### config.mk
export PLATFORM = sky130hd
export DESIGN_NAME = array_doubly_linked_list
export DESIGN_NICKNAME = d
export VERILOG_FILES = /design/src/adll_pkg.sv /design/src/adll_store.sv /design/src/adll_seq.sv /design/src/array_doubly_linked_list.sv
export SDC_FILE = /design/constraint.sdc
export NUM_CORES = 2
export LEC_CHECK = 0
export ABC_AREA = 1
export BUFFER_PORTS_ARGS = -buffer_cell sky130_fd_sc_hd__clkbuf_2
export CORE_AREA = 10 10 634 636
export DETAILED_ROUTE_END_ITERATION = 8
export DIE_AREA = 0 0 644 646
export MAX_ROUTING_LAYER = met4
export PLACE_DENSITY_LB_ADDON = 0.08
export SYNTH_ARGS = -nofsm -noshare
export SYNTH_HDL_FRONTEND = slang
export SYNTH_SLANG_ARGS = --single-unit
export TNS_END_PERCENT = 10
### constraint.sdc
create_clock -name i_clk -period 5.8 [get_ports i_clk]
set_input_delay 0.29 -clock i_clk [delete_from_list [all_inputs] [get_ports i_clk]]
set_output_delay 0.29 -clock i_clk [all_outputs]
set_load 0.01 [all_outputs]
### src/adll_pkg.sv
// ----------------------------------------------------------------------------
// Array doubly linked list package
// Shared widths, operation and status codes, and the structs that pass
// between the sequencer, the node store and the output stage.
// ----------------------------------------------------------------------------
package adll_pkg;

    localparam int NodeW        = 6;
    localparam int ValW         = 32;
    localparam int FuncW        = 2;
    localparam int StatW        = 2;
    localparam int PoolDepthDef = 64;

    localparam logic [FuncW-1:0] FUNC_INSERT   = 2'd0;
    localparam logic [FuncW-1:0] FUNC_ERASE    = 2'd1;
    localparam logic [FuncW-1:0] FUNC_TRAVERSE = 2'd2;

    localparam logic [StatW-1:0] ST_OK      = 2'd0;
    localparam logic [StatW-1:0] ST_FULL    = 2'd1;
    localparam logic [StatW-1:0] ST_BADADDR = 2'd2;
    localparam logic [StatW-1:0] ST_EMPTY   = 2'd3;

    typedef struct packed {
        logic             val_we;
        logic [NodeW-1:0] val_wa;
        logic [ValW-1:0]  val_wd;
        logic             prev_we;
        logic [NodeW-1:0] prev_wa;
        logic [NodeW-1:0] prev_wd;
        logic             next_we;
        logic [NodeW-1:0] next_wa;
        logic [NodeW-1:0] next_wd;
        logic             rd_en;
        logic [NodeW-1:0] val_ra;
        logic [NodeW-1:0] prev_ra;
        logic [NodeW-1:0] next_ra;
    } t_mem_req;

    typedef struct packed {
        logic [ValW-1:0]  val_rd;
        logic [NodeW-1:0] prev_rd;
        logic [NodeW-1:0] next_rd;
    } t_mem_rsp;

    typedef struct packed {
        logic [ValW-1:0]  value;
        logic [NodeW-1:0] node;
        logic [StatW-1:0] status;
        logic             last;
    } t_result;

endpackage

### src/adll_store.sv
// ----------------------------------------------------------------------------
// Array doubly linked list node store
// Value, previous-link and next-link memories, each with one write port and
// one registered read port.
// ----------------------------------------------------------------------------
module adll_store #(
    parameter int POOL_DEPTH = adll_pkg::PoolDepthDef
) (
    input  logic                i_clk,
    input  adll_pkg::t_mem_req  i_req,
    output adll_pkg::t_mem_rsp  o_rsp
);

    localparam int AW = $clog2(POOL_DEPTH);

    logic [adll_pkg::ValW-1:0] mem_val  [POOL_DEPTH];
    logic [AW-1:0]             mem_prev [POOL_DEPTH];
    logic [AW-1:0]             mem_next [POOL_DEPTH];

    logic [adll_pkg::ValW-1:0] r_val_rd;
    logic [AW-1:0]             r_prev_rd;
    logic [AW-1:0]             r_next_rd;

    always_ff @(posedge i_clk) begin
        if (i_req.val_we) begin
            mem_val[i_req.val_wa[AW-1:0]] <= i_req.val_wd;
        end
        if (i_req.prev_we) begin
            mem_prev[i_req.prev_wa[AW-1:0]] <= i_req.prev_wd[AW-1:0];
        end
        if (i_req.next_we) begin
            mem_next[i_req.next_wa[AW-1:0]] <= i_req.next_wd[AW-1:0];
        end
        if (i_req.rd_en) begin
            r_val_rd  <= mem_val[i_req.val_ra[AW-1:0]];
            r_prev_rd <= mem_prev[i_req.prev_ra[AW-1:0]];
            r_next_rd <= mem_next[i_req.next_ra[AW-1:0]];
        end
    end

    assign o_rsp.val_rd  = r_val_rd;
    assign o_rsp.prev_rd = adll_pkg::NodeW'(r_prev_rd);
    assign o_rsp.next_rd = adll_pkg::NodeW'(r_next_rd);

endmodule

### src/adll_seq.sv
// ----------------------------------------------------------------------------
// Array doubly linked list sequencer
// Checks each operation, drives the node store one step at a time, keeps the
// live flags and the free slot counter, and hands results to the output stage.
// ----------------------------------------------------------------------------
module adll_seq #(
    parameter int POOL_DEPTH = adll_pkg::PoolDepthDef
) (
    input  logic                         i_clk,
    input  logic                         i_rst_n,
    input  logic                         i_valid,
    output logic                         o_ready,
    input  logic [adll_pkg::FuncW-1:0]   i_func,
    input  logic [adll_pkg::NodeW-1:0]   i_node_addr,
    input  logic [adll_pkg::ValW-1:0]    i_value,
    output adll_pkg::t_mem_req           o_req,
    input  adll_pkg::t_mem_rsp           i_rsp,
    output logic                         o_res_valid,
    output adll_pkg::t_result            o_res,
    input  logic                         i_res_ready
);

    localparam int AW = $clog2(POOL_DEPTH);
    localparam int FW = $clog2(POOL_DEPTH + 1);
    localparam int NW = adll_pkg::NodeW;

    localparam logic [NW:0]   DepthN  = (NW + 1)'(POOL_DEPTH);
    localparam logic [FW-1:0] FreeMax = FW'(POOL_DEPTH);
    localparam logic [AW-1:0] CntMax  = AW'(POOL_DEPTH - 2);

    localparam logic [2:0] S_IDLE     = 3'd0;
    localparam logic [2:0] S_CHK      = 3'd1;
    localparam logic [2:0] S_INS_WR1  = 3'd2;
    localparam logic [2:0] S_INS_WR2  = 3'd3;
    localparam logic [2:0] S_ERA_WR   = 3'd4;
    localparam logic [2:0] S_TRV_HEAD = 3'd5;
    localparam logic [2:0] S_TRV_RD   = 3'd6;
    localparam logic [2:0] S_TRV_OUT  = 3'd7;

    logic [2:0]                 r_state, n_state;
    logic [POOL_DEPTH-1:0]      r_live, n_live;
    logic                       r_head_vld, n_head_vld;
    logic [FW-1:0]              r_free, n_free;
    logic [NW-1:0]              r_link, n_link;
    logic [AW-1:0]              r_cnt, n_cnt;
    logic [NW-1:0]              r_rd_node, n_rd_node;
    logic [adll_pkg::FuncW-1:0] r_func;
    logic [NW-1:0]              r_addr;
    logic [adll_pkg::ValW-1:0]  r_value;

    logic          addr_in;
    logic          addr_live;
    logic          next_vld;
    logic [NW-1:0] nxt;
    logic          fin;
    logic          pool_full;
    logic [NW-1:0] slot;

    assign o_ready   = (r_state == S_IDLE);
    assign addr_in   = {1'b0, r_addr} < DepthN;
    assign addr_live = addr_in && r_live[r_addr[AW-1:0]];
    assign next_vld  = (r_rd_node == '0) ? r_head_vld : r_live[r_rd_node[AW-1:0]];
    assign nxt       = next_vld ? i_rsp.next_rd : '0;
    assign fin       = (nxt == '0) || (r_cnt == CntMax);
    assign pool_full = r_free >= FreeMax;
    assign slot      = NW'(r_free);

    always_comb begin
        n_state     = r_state;
        n_live      = r_live;
        n_head_vld  = r_head_vld;
        n_free      = r_free;
        n_link      = r_link;
        n_cnt       = r_cnt;
        n_rd_node   = r_rd_node;
        o_req       = '0;
        o_res_valid = 1'b0;
        o_res       = '0;
        o_res.last  = 1'b1;
        unique case (r_state)
            S_IDLE: begin
                if (i_valid) begin
                    n_state = S_CHK;
                end
            end
            S_CHK: begin
                o_req.rd_en = 1'b1;
                unique case (r_func)
                    adll_pkg::FUNC_INSERT: begin
                        o_req.next_ra = r_addr;
                        n_rd_node     = r_addr;
                        priority if (r_addr != '0 && !addr_live) begin
                            o_res_valid  = 1'b1;
                            o_res.status = adll_pkg::ST_BADADDR;
                            if (i_res_ready) begin
                                n_state = S_IDLE;
                            end
                        end else if (pool_full) begin
                            o_res_valid  = 1'b1;
                            o_res.status = adll_pkg::ST_FULL;
                            if (i_res_ready) begin
                                n_state = S_IDLE;
                            end
                        end else begin
                            n_state = S_INS_WR1;
                        end
                    end
                    adll_pkg::FUNC_ERASE: begin
                        o_req.prev_ra = r_addr;
                        o_req.next_ra = r_addr;
                        n_rd_node     = r_addr;
                        if (r_addr == '0 || !addr_live) begin
                            o_res_valid  = 1'b1;
                            o_res.node   = r_addr;
                            o_res.status = adll_pkg::ST_BADADDR;
                            if (i_res_ready) begin
                                n_state = S_IDLE;
                            end
                        end else begin
                            n_state = S_ERA_WR;
                        end
                    end
                    adll_pkg::FUNC_TRAVERSE: begin
                        o_req.next_ra = '0;
                        n_rd_node     = '0;
                        n_state       = S_TRV_HEAD;
                    end
                    default: begin
                        n_state = S_IDLE;
                    end
                endcase
            end
            S_INS_WR1: begin
                n_link        = nxt;
                o_req.val_we  = 1'b1;
                o_req.val_wa  = slot;
                o_req.val_wd  = r_value;
                o_req.prev_we = 1'b1;
                o_req.prev_wa = slot;
                o_req.prev_wd = r_addr;
                o_req.next_we = 1'b1;
                o_req.next_wa = slot;
                o_req.next_wd = nxt;
                n_live[r_free[AW-1:0]] = 1'b1;
                n_state       = S_INS_WR2;
            end
            S_INS_WR2: begin
                o_res_valid = 1'b1;
                o_res.node  = slot;
                if (i_res_ready) begin
                    if (r_link != '0) begin
                        o_req.prev_we = 1'b1;
                        o_req.prev_wa = r_link;
                        o_req.prev_wd = slot;
                    end
                    o_req.next_we = 1'b1;
                    o_req.next_wa = r_addr;
                    o_req.next_wd = slot;
                    if (r_addr == '0) begin
                        n_head_vld = 1'b1;
                    end
                    n_free  = r_free + FW'(1);
                    n_state = S_IDLE;
                end
            end
            S_ERA_WR: begin
                o_res_valid = 1'b1;
                o_res.node  = r_addr;
                if (i_res_ready) begin
                    o_req.next_we = 1'b1;
                    o_req.next_wa = i_rsp.prev_rd;
                    o_req.next_wd = nxt;
                    if (i_rsp.prev_rd == '0) begin
                        n_head_vld = 1'b1;
                    end
                    if (nxt != '0) begin
                        o_req.prev_we = 1'b1;
                        o_req.prev_wa = nxt;
                        o_req.prev_wd = i_rsp.prev_rd;
                    end
                    n_live[r_addr[AW-1:0]] = 1'b0;
                    n_state = S_IDLE;
                end
            end
            S_TRV_HEAD: begin
                if (nxt == '0) begin
                    o_res_valid  = 1'b1;
                    o_res.status = adll_pkg::ST_EMPTY;
                    if (i_res_ready) begin
                        n_state = S_IDLE;
                    end
                end else begin
                    n_link  = nxt;
                    n_cnt   = '0;
                    n_state = S_TRV_RD;
                end
            end
            S_TRV_RD: begin
                o_req.rd_en   = 1'b1;
                o_req.val_ra  = r_link;
                o_req.next_ra = r_link;
                n_rd_node     = r_link;
                n_state       = S_TRV_OUT;
            end
            S_TRV_OUT: begin
                o_res_valid = 1'b1;
                o_res.value = i_rsp.val_rd;
                o_res.node  = r_rd_node;
                o_res.last  = fin;
                if (i_res_ready) begin
                    if (fin) begin
                        n_state = S_IDLE;
                    end else begin
                        n_link  = nxt;
                        n_cnt   = r_cnt + AW'(1);
                        n_state = S_TRV_RD;
                    end
                end
            end
            default: begin
                n_state = S_IDLE;
            end
        endcase
    end

    always_ff @(posedge i_clk) begin
        if (!i_rst_n) begin
            r_state    <= S_IDLE;
            r_live     <= '0;
            r_head_vld <= 1'b0;
            r_free     <= FW'(1);
        end else begin
            r_state    <= n_state;
            r_live     <= n_live;
            r_head_vld <= n_head_vld;
            r_free     <= n_free;
        end
    end

    always_ff @(posedge i_clk) begin
        r_link    <= n_link;
        r_cnt     <= n_cnt;
        r_rd_node <= n_rd_node;
        if (i_valid && o_ready) begin
            r_func  <= i_func;
            r_addr  <= i_node_addr;
            r_value <= i_value;
        end
    end

`ifndef ASSERT_OFF
    a_idle_no_result: assert property (@(posedge i_clk) disable iff (!i_rst_n)
        (r_state == S_IDLE) |-> !o_res_valid)
        else $error("Result offered while the sequencer is idle.");

    a_head_never_live: assert property (@(posedge i_clk) disable iff (!i_rst_n)
        !r_live[0])
        else $error("The head sentinel was marked as a live node.");

    a_free_range: assert property (@(posedge i_clk) disable iff (!i_rst_n)
        (r_free != '0) && (r_free <= FreeMax))
        else $error("Free slot counter left its range.");

    a_insert_bumps_free: assert property (@(posedge i_clk) disable iff (!i_rst_n)
        (r_state == S_INS_WR2 && i_res_ready) |=> (r_free == $past(r_free) + FW'(1)))
        else $error("Committed insert did not advance the free slot counter.");
`endif

endmodule

### src/array_doubly_linked_list.sv
// ----------------------------------------------------------------------------
// Array doubly linked list
// Doubly linked list in fixed node memories with node 0 as head sentinel,
// supporting insert after a node, erase of a node and an in-order traverse.
// ----------------------------------------------------------------------------
// One item is worked at a time and the block is not ready meanwhile. An insert
// reads the next link of the given node, writes the new node and links it in
// as its result is taken; an erase reads both links and relinks the neighbours
// as its result is taken. A traverse reads the head link, then for each node
// makes one read of the value and link memories, then issues its result.
// Results leave through an output register, so the next item can be taken
// while the last result still waits. Erased slots are never reused; an insert
// once all POOL_DEPTH - 1 slots have been handed out reports a full pool.
// ----------------------------------------------------------------------------
module array_doubly_linked_list #(
    parameter int POOL_DEPTH = adll_pkg::PoolDepthDef
) (
    input  logic                         i_clk,
    input  logic                         i_rst_n,
    input  logic                         i_valid,
    output logic                         o_ready,
    input  logic [adll_pkg::FuncW-1:0]   i_func,
    input  logic [adll_pkg::NodeW-1:0]   i_node_addr,
    input  logic signed [adll_pkg::ValW-1:0] i_value,
    output logic                         o_valid,
    input  logic                         i_ready,
    output logic signed [adll_pkg::ValW-1:0] o_out_value,
    output logic [adll_pkg::NodeW-1:0]   o_out_node,
    output logic [adll_pkg::StatW-1:0]   o_status,
    output logic                         o_last
);

    adll_pkg::t_mem_req req;
    adll_pkg::t_mem_rsp rsp;
    adll_pkg::t_result  res;
    logic               res_valid;
    logic               res_ready;

    logic               r_out_vld;
    adll_pkg::t_result  r_out;

    adll_store #(
        .POOL_DEPTH (POOL_DEPTH)
    ) u_store (
        .i_clk (i_clk),
        .i_req (req),
        .o_rsp (rsp)
    );

    adll_seq #(
        .POOL_DEPTH (POOL_DEPTH)
    ) u_seq (
        .i_clk       (i_clk),
        .i_rst_n     (i_rst_n),
        .i_valid     (i_valid),
        .o_ready     (o_ready),
        .i_func      (i_func),
        .i_node_addr (i_node_addr),
        .i_value     (i_value),
        .o_req       (req),
        .i_rsp       (rsp),
        .o_res_valid (res_valid),
        .o_res       (res),
        .i_res_ready (res_ready)
    );

    assign res_ready = !r_out_vld || i_ready;

    always_ff @(posedge i_clk) begin
        if (!i_rst_n) begin
            r_out_vld <= 1'b0;
        end else if (res_ready) begin
            r_out_vld <= res_valid;
        end
    end

    always_ff @(posedge i_clk) begin
        if (res_ready && res_valid) begin
            r_out <= res;
        end
    end

    assign o_valid     = r_out_vld;
    assign o_out_value = r_out.value;
    assign o_out_node  = r_out.node;
    assign o_status    = r_out.status;
    assign o_last      = r_out.last;

endmodule
==> metrics.txt <==
Setup TNS=0 ns; area grow syn2layout=15.9%; Pre-antenna DRT Iters=6; Synth area leaders=edfxtp_1, nor2_1, nand3_1; core area=around 390,000 µm²; FF/Latch Area=between 90,000 and 100,000 µm²; synthesized cell area=approximately 120,000 µm²; critical path endpoint=o_out_value[2]$_SDFFCE_PN0P_; CTS root buf=clkbuf_16; Syn Inst Count=9,864; DIE HEIGHT=about 650 µm; proportion of power drawn by combinational gates=0.018; status=complete, no violations; most frequent cell after synthesis=edfxtp_1; FF+latch count, synth=3,035; CTS H-tree depth=5; Cell Int Power=around 37,000 µW; global-route wire length before repair=599,000 µm; Synthesis Warnings=0; Fin Clk Skew=0.0602 ns; syn nets=a little under 10k; via/cell ratio=~5.2; Critical Path Source=u_seq.r_addr[2]$_DFFE_PP_; layout cells sized above 1=0.150; top_reg_cell synth=edfxtp_1; Routed WL per cell=27.3 µm; DR DRC count=0; launching element type of the critical path=flip-flop; critical path endpoint category=flip-flop; syn_area_per_cell=approximately 13 µm²; GP Congestion=roughly 0.86; synth cell count leaders=edfxtp_1, nor2_1, nand3_1; RSZ-0062 raised after global routing=false; # resized after CTS=0; crit-path cells=inv_1, nand2_1, nand2_1, nand2_1, nand2_1, nor2_1, nand2_1, nand2_1, nand2_1, o21ai_1, o21ai_0, a31oi_4, buf_4; final setup vio count=0; critical path type=reg2reg; Starting Density=0.319; Post-Route WL=422,000 µm; most used cell, CP=nand2_1; Max transition margin=0.128; Cell Rows=between 200 and 250; area occupied by multi-input gates=slightly above 30,000 µm²; Skew-Pair Late Insertion Delay=around 0.95 ns; RR Startpoint=u_seq.r_addr[2]$_DFFE_PP_; Final Power=46,400 µW; Critical Path RT=between 6 and 7 ns; FF-to-FF End=o_out_value[2]$_SDFFCE_PN0P_; min Tclk post-route=approximately 4.4 ns; number of enable flip-flop cells after synthesis=just under 3k; GRT Util Overall=0.200; reg2reg path depth=13; internal reg-to-reg setup slack=1.38 ns; crit path DAT=~5.0 ns; die width=approximately 640 µm; Core Util, Final=0.370; via count of the first global-routing pass=a little under 80k; register share of total power=0.516; Clock Sinks=3,035; CTS tree=built; Hold Slack=between 0.07 and 0.08 ns; CTS Buf Count=approximately 350; die footprint=416,000 µm²; Final HPWL DP=~240,000 µm; Antenna Nets Post-Route=0; Synth area leader=edfxtp_1; port bufs=86; synth unique cells=48; Yosys top cell area share=0.717; hold crit path type=in2reg; Sw Share=0.211; largest net degree at the start of global routing=roughly 190; NumNets Final=10.0k; GRT overflow=0; slowest stage delay, CP=1.01 ns; Final Cycle Share=0.761; clock power share=0.466; async set-or-reset flop fraction in the synthesized netlist=0; sequential share of the synthesized area=0.729; initial drt markers=between 7k and 8k; routed vias=around 80k; Net Switching=between 9000 and 10,000 µW; Max Freq=roughly 230 MHz; maximum vdd ir drop=0.000208 V; slowest CP cell=edfxtp_1; actual slew at the worst max-slew pin=roughly 1.3 ns; Static Leak=around 0.045 µW; clk slew on worst S/H paths=0.06 ns; Fin. Hold Viols=0; maxcap violations=0; Longest Clk Path Bufs=4; CP Max Fanout=roughly 40; pins over their slew limit=0; I/O pin cnt=87; fill count=approximately 38k; initial antenna violation count=15; Pwr Density=323 nW/µm²
## placed cells by master (no fill, tap or decap), types with 86 or more instances in the layout
cell type	Yosys	routed
nor2_1	1946	1847
clkbuf_16	0	359
o211ai_1	615	615
or2_2	512	512
a21oi_1	91	90
buf_4	13	223
edfxtp_1	2959	2959
nand2_1	385	382
nand3_1	1097	1097
o21ai_0	904	901
clkbuf_2	0	86
inv_1	221	215
nor2_4	2	101
## repair_timing
action	CTS	global route
hold endpoints to repair	44	0
buffers inserted	0	0
hold buffers	61	0
## worst min path at each step
stage                                       startpoint  cells after the start                            to
final                                      i_value[12]                      2   u_seq.r_value[12]$_DFFE_PP_
after global routing                       i_value[31]                      2   u_seq.r_value[31]$_DFFE_PP_
after CTS                                   i_value[9]                      2    u_seq.r_value[9]$_DFFE_PP_
after detailed placement  u_seq.r_live[8]$_SDFFE_PN0P_                      2  u_seq.r_live[8]$_SDFFE_PN0P_
after global placement    u_seq.r_live[8]$_SDFFE_PN0P_                      2  u_seq.r_live[8]$_SDFFE_PN0P_
after floorplan                         i_node_addr[0]                      0     u_seq.r_addr[0]$_DFFE_PP_
## critical path: cells and delay by family (launching register included)
family                 cells  cell delay (ns)
AO/OA/AOI/OAI              3             0.57
buffers and inverters      2             1.28
flip-flops                 1             1.01
AND/OR/NAND/NOR            8             1.04
## layer usage
layer  global-route usage  share of wire  vias to the layer above
met1                0.278           0.46                    41423
met2                0.314           0.46                     2255
li1                     -              -                    36525
met5                    -              0                        -
met3               0.0242          0.049                      571
met4               0.0509          0.027                        0
## cells by family after synthesis
kind of cell / count (synthesis) / synth area share
AOI/OAI and AO/OA: 1902 / 0.0967
xor gates and xnor gates: 1 / 0.0000707
and+or+nand+nor: 4005 / 0.144
adders and majority gates: 4 / 0.000404
buffers and inverters: 917 / 0.0296
DFF: 3035 / 0.729
## power by group through the flow
stage | registers [µW] | logic [µW] | clock network, µW
after global routing | 23900 | 916 | 23000
after CTS | 23900 | 852 | 22200
after detailed placement | 24400 | 818 | 0
final | 23900 | 844 | 21600
after floorplan | 24300 | 449 | 0
after global placement | 24400 | 823 | 0
## state kept, by name, summed over array words and instances (netlist names), 7 cells and up
register,flops
u_seq.r_live,64
u_seq.r_free,7
u_store.mem_val,2048
u_store.r_val_rd,32
u_store.mem_prev,384
o_out_value,32
u_store.mem_next,384
u_seq.r_value,32
## metrics by stage
step / area [µm²] / std cells / setup WS, ns
floorplan: 124000 / 9864 / 1.28
global placement: 132000 / 14756 / 1.40
detailed placement: 132000 / 14756 / 1.39
CTS: 144000 / 15444 / 1.39
global route: 144000 / 15445 / 1.20
finish: 144000 / 15448 / 1.38
## final cells by class
| cell class | count | area share |
|---|---|---|
| clock buffers | 450 | 0.0653 |
| repair buffers | 427 | 0.0268 |
| inverters | 246 | 0.00665 |
| clock inverters | 177 | 0.0114 |
| flip-flops and latches | 3035 | 0.629 |
| multi-input cells | 5912 | 0.215 |
| diodes | 4 | 0.0000697 |
| well taps | 5197 | 0.0453 |
(Power assumes the default switching activity.)
